===== config.mk =====
export PLATFORM = sky130hd
export DESIGN_NAME = bar_aligned_cc_punch_scheduler
export DESIGN_NICKNAME = d
export VERILOG_FILES = /design/src/hdl/bacps_pkg.sv /design/src/hdl/bar_aligned_cc_punch_scheduler.sv /design/src/hdl/bacps_ctrl.sv /design/src/hdl/bacps_datapath.sv
export SDC_FILE = /design/constraint.sdc
export NUM_CORES = 1
export LEC_CHECK = 0
export ABC_CLOCK_PERIOD_IN_PS = 7700
export BUFFER_PORTS_ARGS = -buffer_cell sky130_fd_sc_hd__buf_2
export CORE_MARGIN = 3
export CORE_UTILIZATION = 60
export CTS_BUF_LIST = sky130_fd_sc_hd__clkbuf_8
export DETAILED_ROUTE_END_ITERATION = 16
export PLACE_DENSITY = 0.83
export SLEW_MARGIN = 40
export SYNTH_ARGS = -nofsm -noshare
export SYNTH_HDL_FRONTEND = slang
export SYNTH_SLANG_ARGS = --single-unit

===== constraint.sdc =====
create_clock -name clk -period 7.7 [get_ports clk]
set_input_delay 0.77 -clock clk [delete_from_list [all_inputs] [get_ports clk]]
set_output_delay 0.77 -clock clk [all_outputs]
set_load 0.01 [all_outputs]

===== src/hdl/bacps_pkg.sv =====
// shared types and constants for the bar-aligned punch-in scheduler
// no dependencies; used by the controller, the datapath and the top level
package bacps_pkg;

  // request codes carried in the input tuser
  localparam logic [1:0] REQ_START = 2'd0;
  localparam logic [1:0] REQ_TICK  = 2'd1;
  localparam logic [1:0] REQ_CLEAR = 2'd2;

  // result kinds carried in the output tuser
  localparam logic KIND_ACK = 1'b0;
  localparam logic KIND_MSG = 1'b1;

  // width of the slot number in a result
  localparam int SLOT_OUT_W = 3;

  // input and output tdata widths
  localparam int IN_DATA_W = 48;
  localparam int OUT_DATA_W = 24;

  // commands from the controller to the datapath
  typedef struct packed {
    logic capture;  // latch the accepted input transaction
    logic clear;    // free every slot
    logic ack;      // allocate a slot and load the acknowledgement
    logic step;     // process the slot under the scan index
    logic flush;    // move the pending message out as the final result
  } cmd_t;

  // status from the datapath to the controller
  typedef struct packed {
    logic out_free;    // output register can take a result this cycle
    logic pend_valid;  // a message is held back awaiting its last flag
    logic slot_emit;   // the scanned slot produces a message
  } status_t;

  // one result item
  typedef struct packed {
    logic                  kind;
    logic                  accepted;
    logic [SLOT_OUT_W-1:0] slot_index;
    logic [3:0]            channel;
    logic [6:0]            cc_number;
    logic [6:0]            cc_value;
    logic                  last;
  } result_t;

endpackage


===== src/hdl/bar_aligned_cc_punch_scheduler.sv =====
// start request: accepted in ST_IDLE, then the acknowledgement is loaded into the output register from ST_ACK
// beat tick: slots are scanned in turn through the shared slot evaluator, with no new input taken until the scan ends
// clear and unused codes: handled in ST_IDLE; the output register lets the next item in while a result waits
// a stalled output can hold ST_ACK, ST_SCAN and ST_FLUSH while waiting for m_axis_tready
// synchronous active-high reset frees all slots, clears the channel to 0 and empties the outputs
// top level: instantiates bacps_ctrl and bacps_datapath, depends on bacps_pkg
module bar_aligned_cc_punch_scheduler #(
  parameter int SLOT_COUNT = 2
) (
  input  logic        clk,
  input  logic        rst,
  // configuration: midi_channel
  input  logic        cfg_we,
  input  logic [3:0]  cfg_wdata,
  // input stream
  input  logic        s_axis_tvalid,
  output logic        s_axis_tready,
  // on_cc[6:0], on_val[13:7], off_cc[20:14], off_val[27:21],
  // beats[35:28], beat[43:36], programming_mode[44], zero[47:45]
  input  logic [47:0] s_axis_tdata,
  // req_type[1:0]
  input  logic [1:0]  s_axis_tuser,
  // output stream
  output logic        m_axis_tvalid,
  input  logic        m_axis_tready,
  // accepted[0], slot_index[3:1], channel[7:4], cc_number[14:8], cc_value[21:15], zero[23:22]
  output logic [23:0] m_axis_tdata,
  // kind[0]
  output logic [0:0]  m_axis_tuser,
  output logic        m_axis_tlast
);

  localparam int IDX_W = (SLOT_COUNT > 1) ? $clog2(SLOT_COUNT) : 1;

  bacps_pkg::cmd_t    cmd;
  bacps_pkg::status_t status;
  bacps_pkg::result_t res;
  logic [IDX_W-1:0]   idx;

  // controller
  bacps_ctrl #(
    .SLOT_COUNT(SLOT_COUNT),
    .IDX_W(IDX_W)
  ) u_ctrl (
    .clk(clk),
    .rst(rst),
    .in_valid(s_axis_tvalid),
    .req_type(s_axis_tuser),
    .status(status),
    .in_ready(s_axis_tready),
    .cmd(cmd),
    .idx(idx)
  );

  // datapath
  bacps_datapath #(
    .SLOT_COUNT(SLOT_COUNT),
    .IDX_W(IDX_W)
  ) u_datapath (
    .clk(clk),
    .rst(rst),
    .cfg_we(cfg_we),
    .cfg_wdata(cfg_wdata),
    .in_data(s_axis_tdata),
    .cmd(cmd),
    .idx(idx),
    .out_ready(m_axis_tready),
    .status(status),
    .out_valid(m_axis_tvalid),
    .out_res(res)
  );

  // result packing
  assign m_axis_tdata = {2'b00, res.cc_value, res.cc_number, res.channel,
                         res.slot_index, res.accepted};
  assign m_axis_tuser = res.kind;
  assign m_axis_tlast = res.last;

  // an acknowledgement is always the only result of its transaction
  a_ack_last: assert property (@(posedge clk) disable iff (rst)
    (m_axis_tvalid && m_axis_tuser[0] == bacps_pkg::KIND_ACK) |-> m_axis_tlast)
    else $error("start acknowledgement without last");

  // control change messages never carry the accepted flag
  a_msg_not_accepted: assert property (@(posedge clk) disable iff (rst)
    (m_axis_tvalid && m_axis_tuser[0] == bacps_pkg::KIND_MSG) |-> !m_axis_tdata[0])
    else $error("message result with accepted set");

  // a tick occupies the block while its slots are scanned
  a_tick_busy: assert property (@(posedge clk) disable iff (rst)
    (s_axis_tvalid && s_axis_tready && s_axis_tuser == bacps_pkg::REQ_TICK)
    |=> !s_axis_tready)
    else $error("input taken during slot scan");

  // a flush only happens with a pending message and room in the output register
  a_flush_pending: assert property (@(posedge clk) disable iff (rst)
    cmd.flush |-> (status.pend_valid && status.out_free))
    else $error("flush without a pending message or output space");

endmodule


===== src/hdl/bacps_ctrl.sv =====
// controller state machine of the punch-in scheduler: sequences start, tick and clear
// depends on bacps_pkg (cmd_t, status_t, request codes)
module bacps_ctrl #(
  parameter int SLOT_COUNT = 2,
  parameter int IDX_W = 1
) (
  input  logic                  clk,
  input  logic                  rst,
  input  logic                  in_valid,
  input  logic [1:0]            req_type,
  input  bacps_pkg::status_t    status,
  output logic                  in_ready,
  output bacps_pkg::cmd_t       cmd,
  output logic [IDX_W-1:0]      idx
);

  typedef enum logic [3:0] {
    ST_IDLE  = 4'b0001,
    ST_ACK   = 4'b0010,
    ST_SCAN  = 4'b0100,
    ST_FLUSH = 4'b1000
  } state_t;

  state_t           state, state_next;
  logic [IDX_W-1:0] idx_next;
  logic             stall;

  // a new message cannot be held while both the pending and output registers are full
  assign stall = status.slot_emit && status.pend_valid && !status.out_free;

  // next state and commands
  always_comb begin
    state_next  = state;
    idx_next    = idx;
    in_ready    = 1'b0;
    cmd         = '0;
    case (state)
      ST_IDLE: begin
        in_ready = 1'b1;
        if (in_valid) begin
          cmd.capture = 1'b1;
          case (req_type)
            bacps_pkg::REQ_START: state_next = ST_ACK;
            bacps_pkg::REQ_TICK: begin
              idx_next   = '0;
              state_next = ST_SCAN;
            end
            bacps_pkg::REQ_CLEAR: cmd.clear = 1'b1;
            default: ;
          endcase
        end
      end
      ST_ACK: begin
        if (status.out_free) begin
          cmd.ack    = 1'b1;
          state_next = ST_IDLE;
        end
      end
      ST_SCAN: begin
        if (!stall) begin
          cmd.step = 1'b1;
          if (idx == IDX_W'(SLOT_COUNT - 1)) begin
            state_next = ST_FLUSH;
          end else begin
            idx_next = idx + IDX_W'(1);
          end
        end
      end
      ST_FLUSH: begin
        if (!status.pend_valid) begin
          state_next = ST_IDLE;
        end else if (status.out_free) begin
          cmd.flush  = 1'b1;
          state_next = ST_IDLE;
        end
      end
      default: state_next = ST_IDLE;
    endcase
  end

  // state and scan index registers
  always_ff @(posedge clk) begin
    if (rst) begin
      state <= ST_IDLE;
      idx   <= '0;
    end else begin
      state <= state_next;
      idx   <= idx_next;
    end
  end

endmodule


===== src/hdl/bacps_datapath.sv =====
// datapath of the punch-in scheduler: slot storage, slot evaluation, pending and output registers
// depends on bacps_pkg (cmd_t, status_t, result_t, codes)
module bacps_datapath #(
  parameter int SLOT_COUNT = 2,
  parameter int IDX_W = 1
) (
  input  logic                             clk,
  input  logic                             rst,
  input  logic                             cfg_we,
  input  logic [3:0]                       cfg_wdata,
  input  logic [bacps_pkg::IN_DATA_W-1:0]  in_data,
  input  bacps_pkg::cmd_t                  cmd,
  input  logic [IDX_W-1:0]                 idx,
  input  logic                             out_ready,
  output bacps_pkg::status_t               status,
  output logic                             out_valid,
  output bacps_pkg::result_t               out_res
);

  localparam int SLOT_OUT_W = bacps_pkg::SLOT_OUT_W;

  // configuration and latched input
  logic [3:0]  midi_channel;
  logic [6:0]  in_on_cc, in_on_val, in_off_cc, in_off_val;
  logic [7:0]  in_duration;
  logic        beat_one;
  logic        quiet;

  // slot storage
  logic [SLOT_COUNT-1:0] slot_active;
  logic [SLOT_COUNT-1:0] slot_recording;
  logic [6:0] slot_on_cc      [SLOT_COUNT];
  logic [6:0] slot_on_val     [SLOT_COUNT];
  logic [6:0] slot_off_cc     [SLOT_COUNT];
  logic [6:0] slot_off_val    [SLOT_COUNT];
  logic [7:0] slot_beats_left [SLOT_COUNT];

  // pending message
  logic               pend_valid;
  bacps_pkg::result_t pend_res;

  logic             out_free;
  logic             out_load_en;
  logic             free_found;
  logic [IDX_W-1:0] free_idx;
  logic             cur_act, cur_rec, msg_start, msg_finish, emit;
  logic [7:0]       cur_beats, beats_dec;
  bacps_pkg::result_t new_msg;
  bacps_pkg::result_t out_load;

  assign out_free = !out_valid || out_ready;

  // configuration register
  always_ff @(posedge clk) begin
    if (rst) begin
      midi_channel <= '0;
    end else if (cfg_we) begin
      midi_channel <= cfg_wdata;
    end
  end

  // input capture
  always_ff @(posedge clk) begin
    if (cmd.capture) begin
      in_on_cc    <= in_data[6:0];
      in_on_val   <= in_data[13:7];
      in_off_cc   <= in_data[20:14];
      in_off_val  <= in_data[27:21];
      in_duration <= in_data[35:28];
      beat_one    <= (in_data[43:36] == 8'd1);
      quiet       <= in_data[44];
    end
  end

  // lowest free slot
  always_comb begin
    free_found = 1'b0;
    free_idx   = '0;
    for (int i = SLOT_COUNT - 1; i >= 0; i--) begin
      if (!slot_active[i]) begin
        free_found = 1'b1;
        free_idx   = IDX_W'(i);
      end
    end
  end

  // evaluation of the slot under the scan index
  always_comb begin
    cur_act    = slot_active[idx];
    cur_rec    = slot_recording[idx];
    cur_beats  = slot_beats_left[idx];
    beats_dec  = (cur_beats == 8'd0) ? 8'd0 : cur_beats - 8'd1;
    msg_start  = cur_act && !cur_rec && beat_one;
    msg_finish = cur_act && cur_rec && (beats_dec == 8'd0);
    emit       = (msg_start || msg_finish) && !quiet;
    new_msg            = '0;
    new_msg.kind       = bacps_pkg::KIND_MSG;
    new_msg.slot_index = SLOT_OUT_W'(idx);
    new_msg.channel    = midi_channel;
    new_msg.cc_number  = msg_start ? slot_on_cc[idx] : slot_off_cc[idx];
    new_msg.cc_value   = msg_start ? slot_on_val[idx] : slot_off_val[idx];
  end

  assign status.out_free   = out_free;
  assign status.pend_valid = pend_valid;
  assign status.slot_emit  = emit;

  // slot control bits
  always_ff @(posedge clk) begin
    if (rst) begin
      slot_active    <= '0;
      slot_recording <= '0;
    end else if (cmd.clear) begin
      slot_active <= '0;
    end else if (cmd.ack && free_found) begin
      slot_active[free_idx]    <= 1'b1;
      slot_recording[free_idx] <= 1'b0;
    end else if (cmd.step) begin
      if (msg_start) begin
        slot_recording[idx] <= 1'b1;
      end
      if (msg_finish) begin
        slot_active[idx] <= 1'b0;
      end
    end
  end

  // slot payload, written on allocation and on countdown
  always_ff @(posedge clk) begin
    if (cmd.ack && free_found) begin
      slot_on_cc[free_idx]      <= in_on_cc;
      slot_on_val[free_idx]     <= in_on_val;
      slot_off_cc[free_idx]     <= in_off_cc;
      slot_off_val[free_idx]    <= in_off_val;
      slot_beats_left[free_idx] <= in_duration;
    end else if (cmd.step && cur_act && cur_rec) begin
      slot_beats_left[idx] <= beats_dec;
    end
  end

  // pending message: held until the next one or the end of the scan sets its last flag
  always_ff @(posedge clk) begin
    if (rst) begin
      pend_valid <= 1'b0;
    end else if (cmd.step && emit) begin
      pend_valid <= 1'b1;
    end else if (cmd.flush) begin
      pend_valid <= 1'b0;
    end
  end

  always_ff @(posedge clk) begin
    if (cmd.step && emit) begin
      pend_res <= new_msg;
    end
  end

  // value for the output register: acknowledgement or the pending message
  assign out_load_en = cmd.ack || cmd.flush || (cmd.step && emit && pend_valid);

  always_comb begin
    out_load      = pend_res;
    out_load.last = cmd.flush;
    if (cmd.ack) begin
      out_load            = '0;
      out_load.kind       = bacps_pkg::KIND_ACK;
      out_load.accepted   = free_found;
      out_load.slot_index = free_found ? SLOT_OUT_W'(free_idx) : '0;
      out_load.last       = 1'b1;
    end
  end

  // output register
  always_ff @(posedge clk) begin
    if (rst) begin
      out_valid <= 1'b0;
    end else if (out_load_en) begin
      out_valid <= 1'b1;
    end else if (out_ready) begin
      out_valid <= 1'b0;
    end
  end

  always_ff @(posedge clk) begin
    if (out_load_en) begin
      out_res <= out_load;
    end
  end

endmodule


Word-level counts from Yosys, hierarchy flattened
Memories as Yosys holds them, arrays and structs flattened. A register that Yosys moved wholly into a read port is not among the register bits. Cells that the tools add are included.

Register bits: 96. Bits in writable memories: 72. Bits of input ports: 59. Output and inout port bits: 28. Word-level logic and storage cells: 159. Memories kept: 5.

Memory list: u_datapath.slot_beats_left (depth 2, width 8, read ports 1, clocked after memory_dff 1, write ports 1, RTL line bacps_datapath.sv:36) `logic [7:0] slot_beats_left [SLOT_COUNT];`; u_datapath.slot_off_cc (depth 2, width 7, read ports 1, clocked after memory_dff 1, write ports 1, RTL line bacps_datapath.sv:34) `logic [6:0] slot_off_cc [SLOT_COUNT];`; u_datapath.slot_off_val (depth 2, width 7, read ports 1, clocked after memory_dff 1, write ports 1, RTL line bacps_datapath.sv:35) `logic [6:0] slot_off_val [SLOT_COUNT];`; u_datapath.slot_on_cc (depth 2, width 7, read ports 1, clocked after memory_dff 1, write ports 1, RTL line bacps_datapath.sv:32) `logic [6:0] slot_on_cc [SLOT_COUNT];`; u_datapath.slot_on_val (depth 2, width 7, read ports 1, clocked after memory_dff 1, write ports 1, RTL line bacps_datapath.sv:33) `logic [6:0] slot_on_val [SLOT_COUNT];`.

$add $sub $neg: 2. Magnitude comparators: 4. Equal/unequal tests: 12. Multiplexer cells: 66. Bitwise logic cells: 7. Reductions and logical operators: 37.

Operators with widths (number): 1-bit two-way mux (43); 20-bit two-way mux (1); 4-bit two-way mux (5); 8-bit logical NOT (2); 2-bit two-way mux (8); 8-bit two-way mux (2); 4-bit one-hot mux with 4 select lines (1); 1-bit logical AND (14); 7-bit two-way mux (2); 2-bit nonzero test (6); 8-bit by 1-bit == test with 1-bit output, second input constant (1); 4-bit one-hot mux with 2 select lines (1); 4-bit AND reduction (2); 8-bit OR reduction (1); 8-bit by 1-bit subtractor with 8-bit output, second input constant (1); 2-bit != test, second input constant (3); 2-bit bitwise AND (2); 4-bit by 1-bit == test with 1-bit output, second input constant (1); 4-bit by 2-bit == test with 1-bit output, second input constant (1); 4-bit by 3-bit == test with 1-bit output, second input constant (1); 4-bit == test, second input constant (1); 1-bit logical NOT (4); 1-bit logical OR (4); 1-bit by 2-bit less-than comparator with 1-bit output, second input constant (2); 15 further kinds (19).

Depth between registers and ports, before layout
Word-level depth: 18. Mapped depth: 13. Depth with buffers taken out: 8.

By module
From an unflattened synthesis, not the netlist that was laid out.

Cells, all modules: 377. Area, all modules: 6506.2 um2.

Modules (own cells, without submodules): bacps_datapath (instances 1, cells an instance 331, area each 6119.6 um2, sequential area each 4734.5 um2); bacps_ctrl (instances 1, cells an instance 43, area each 367.9 um2, sequential area each 100.1 um2); bar_aligned_cc_punch_scheduler (instances 1, cells an instance 3, area each 18.8 um2, sequential area each 0.0 um2).

Worst setup path after synthesis
OpenSTA, ideal clock, no wires.

Path kind: input -> register. From: in m_axis_tready. To: mem u_datapath.slot_beats_left[1][0] (enable). Library setup time: 0.375 ns. Arrival time: 4.179 ns. Required time: 7.325 ns. Setup slack: 3.146 ns. Stages: 6. Path buffers: 1. Cells stage by stage: nor2b_1 or3_1 or2_2 clkbuf_1 nor3_1 o21bai_1.

Word-level cells in the longest chain between the ends: 12. Elaborated cells on any way between the ends: 18. Those cells by class: mux: 11; reduce/logical: 7.

RTL lines: start, declared (RTL line bar_aligned_cc_punch_scheduler.sv:25) `input logic m_axis_tready,`; 1-bit logical OR * (RTL line bacps_datapath.sv:51) `assign out_free = !out_valid || out_ready;`; 1-bit logical NOT (RTL line bacps_ctrl.sv:29) `assign stall = status.slot_emit && status.pend_valid && !status.out_free;`; 1-bit logical AND (RTL line bacps_ctrl.sv:29); 1-bit two-way mux (RTL line bacps_ctrl.sv:60) `if (!stall) begin`; 1-bit two-way mux (RTL line bacps_ctrl.sv:37) `case (state)`; 1-bit logical AND (2 in a row) (RTL line bacps_datapath.sv:136) `end else if (cmd.step && cur_act && cur_rec) begin`; 1-bit two-way mux (RTL line bacps_datapath.sv:136); 1-bit two-way mux (RTL line bacps_datapath.sv:130) `if (cmd.ack && free_found) begin`; 1-bit two-way mux (not written as such) (RTL line bacps_datapath.sv:137) `slot_beats_left[idx] <= beats_dec;`; 8-bit OR reduction (no line); 1-bit two-way mux (no line); end, declared (RTL line bacps_datapath.sv:36).

Mark *: on every way between the ends. The rest lies on a longest branch, timed or not.

==> results.json <==
{
  "status": "complete, no violations",
  "ff2ff_setup_slack_ns": 4.25,
  "seq_area_frac_synth_pct": 75.8,
  "cts_resized": 0,
  "critical_path_class": "reg -> reg",
  "hold_depth": 0,
  "synth_edf_count": 151,
  "final_cells": 608,
  "rsz0062_at_grt": "no",
  "via_per_inst": 5.65,
  "synth_commonest_cells": "edfxtp_1, and2_1, nand2_1",
  "yosysTopAreaCell": "edfxtp_1",
  "grt_first_pass_wirelength_microns": 16900,
  "ys_async_sr_fraction_pct": 0,
  "die_width_microns": 109,
  "max_freq_ghz": 0.290,
  "cts.sinks": 167,
  "overflow": 0,
  "vias": 3434,
  "cp_slowest_cell": "inv_1",
  "worst_slew_pin_slew_ns": 0.792,
  "hold_viol_final": 0,
  "setup_viol": 0,
  "finClkSkew_ns": 0.0168,
  "crit_path_max_fanout": 36,
  "min_to": "u_datapath.pend_res[15]",
  "preCtsSetupSlack_ns": 4.24,
  "io_pins": 87,
  "min_path_type": "reg -> reg",
  "firstDrtPassIters": 4,
  "slew_viol_final": 0,
  "fp.coreArea_sq_mm": 0.0104,
  "grt_antenna_before_repair": 0,
  "clockRootBuffer": "clkbuf_8",
  "synthToLayoutAreaGrowth_pct": 14.5,
  "avgSynthCellArea_sq_um": 17.4,
  "routed_wl_microns": 10600,
  "cts.clk_slew.worst_paths_ns": 0.09,
  "cts_tree": "done",
  "max_cap_viol_count": 0,
  "portBuffers": 79,
  "synth_top_area_share_pct": 70.8,
  "drive_gt1_share_pct": 32.0,
  "drt_iter0_drc": 249,
  "ant_nets": 0,
  "postCtsHoldBufs": 0,
  "rows": 37,
  "cts_setup_buffers": 0,
  "synth_flop_cell": "edfxtp_1",
  "r2r-end": "u_datapath.pend_res[7]",
  "start_kind": "register",
  "p_switching_uw": 514,
  "diodes": 0,
  "die_h_microns": 109,
  "setup_ws_ns": 4.25,
  "yosysMostFrequentCell": "edfxtp_1",
  "fin_crit_ns": 3.45,
  "peakVddDrop_mv": 0.244,
  "clkPwrFrac_pct": 30.2,
  "cts-buffers-inserted": 17,
  "p_per_area_mw_per_mm2": 271,
  "wire_per_inst_microns": 17.5,
  "synthTopCellsByArea": "edfxtp_1, dfxtp_1, mux4_2",
  "clk_latency_ns": 0.44,
  "fin_crit_sh_pct": 44.8,
  "h-tree-depth": 4,
  "ys.warnings.count": 0,
  "power.internal_uw": 1480,
  "fin_total_pwr_uw": 1990,
  "grt_pass1_vias": 3397,
  "place_inst": 576,
  "p_seq_share_pct": 59.1,
  "tns_ns": 0,
  "grt_start_max_net_pins": 41,
  "sw_frac_of_total_pct": 25.8,
  "place_area_sq_mm": 0.00693,
  "place.gp.congestion": 0.792,
  "cp.arrival_ns": 3.52,
  "slew_headroom_pct": 47.2,
  "r2r_cells": 9,
  "grt_usage_pct": 19.2,
  "n_fill_cell": 634,
  "ys_types": 55,
  "endpoint_kind": "register",
  "synthesis.area_sq_mm": 0.00641,
  "ys_seq_elements": 167,
  "power_frac_comb_pct": 10.7,
  "stdcell_area_sq_mm": 0.00734,
  "dieArea_sq_mm": 0.0120,
  "syn_inst": 369,
  "fin_nets": 519,
  "hold_start": "u_datapath.midi_channel[0]",
  "drcViolationCount": 0,
  "power.leakage_uw": 0.00253,
  "hpwl_microns": 7090,
  "initial_core_util_pct": 61.8,
  "max_stage_delay_ns": 0.60,
  "required_ns": 7.77,
  "path_cells": "buf_4, mux2i_1, ha_1, and2_1, nor3b_4, o2111ai_2, o21ai_2, nand2_1, inv_1",
  "cts_max_path_buffers": 2
}
[power by group through the flow]
stage	logic, uW	clock network [uW]	registers, uW
global route	237	660	1190
detailed placement	211	0	1200
floorplan	141	0	1180
finish	213	602	1180
CTS	212	613	1170
global placement	199	0	1190
[through the flow]
| step | utilization (%) | hold WS (ns) |
|---|---|---|
| after detailed placement | 66.9 | 0.418 |
| after global placement | 66.8 | 0.409 |
| final | 70.8 | 0.435 |
| after floorplan | - | 0.408 |
| after global routing | 70.8 | 0.454 |
| after CTS | 70.6 | 0.434 |
[state kept, by name, indices dropped and copies added (netlist names), 8 cells and up, named ones only]
| signal | count |
|---|---|
| u_datapath.in_duration | 8 |
| u_datapath.out_res | 22 |
| u_datapath.pend_res | 19 |
| u_datapath.slot_beats_left | 16 |
| u_datapath.slot_off_cc | 14 |
| u_datapath.slot_off_val | 14 |
| u_datapath.slot_on_cc | 14 |
| u_datapath.slot_on_val | 14 |
[layout make-up]
| cell class | instances | area, sq um | share of cell area [%] |
|---|---|---|---|
| clock buffers | 17 | 234 | 3.19 |
| clock inverters | 15 | 155 | 2.11 |
| inverters | 6 | 22.5 | 0.307 |
| multi-input cells | 183 | 1470 | 20.0 |
| flip-flops and latches | 167 | 4850 | 66.2 |
| well taps | 136 | 170 | 2.32 |
| repair buffers | 84 | 433 | 5.90 |
[kinds of logic after synthesis]
| kind of cell | count (synthesis) | synth area share (%) |
|---|---|---|
| flip-flops | 167 | 75.8 |
| AND/OR/NAND/NOR | 96 | 8.94 |
| AO/OA/AOI/OAI | 51 | 5.59 |
| multiplexers | 28 | 7.15 |
| buffers and inverters | 22 | 1.89 |
| XOR/XNOR | 3 | 0.410 |
| adder cells (fa/ha/maj) | 1 | 0.195 |
| other | 1 | 0.0585 |
[worst max-delay path, delay by kind of cell, from the launching register on]
family                     cells  cell delay (ns)
DFF                            1             0.32
buffers and inverters          2             0.98
AOI/OAI and AO/OA              2             0.51
adders and majority gates      1             0.27
muxes                          1             0.34
and+or+nand+nor                3             0.63
[per-layer routing]
| layer | vias up | part of all wire (%) | track usage, % |
|---|---|---|---|
| met3 | 22 | 6.2 | 5.28 |
| met5 | - | 0 | 0 |
| met4 | 0 | 1.6 | 8.01 |
| li1 | 1621 | - | - |
| met2 | 140 | 52 | 31.0 |
| met1 | 1651 | 40 | 24.9 |
[placed cells by master, fill, tap and decap left out, types with 2 or more instances in the layout]
master and n:
or4_1 3, buf_4 5, inv_6 5, and2_1 19, nor2b_1 2, clkbuf_8 17, o31ai_1 5, xor2_1 2
nand3_1 4, nand3b_1 2, mux2i_1 12, a21oi_1 12, o21ai_2 2, buf_2 79, conb_1 4, mux4_2 14
nor3_1 7, nor3b_1 5, a41oi_1 3, inv_1 7, mux2_2 2, nor4_2 2, nor2_1 13, dfxtp_1 16
nor4b_2 2, edfxtp_1 151, nand2b_1 7, o21ai_0 13, nand2_1 17, nor4_1 2, inv_8 5
[worst max path at each step]
stage                        from                               end  slack (ns)  depth (start not counted)
finish                   register            u_datapath.pend_res[7]        4.25                          9
global route             register           u_datapath.pend_res[13]        4.02                          9
CTS                      register            u_datapath.pend_res[7]        4.23                          9
detailed placement       register            u_datapath.pend_res[4]        4.24                          9
global placement         register            u_datapath.pend_res[4]        4.33                          9
floorplan           m_axis_tready  u_datapath.slot_beats_left[1][0]        3.15                          6
(Power assumes the default switching activity.)
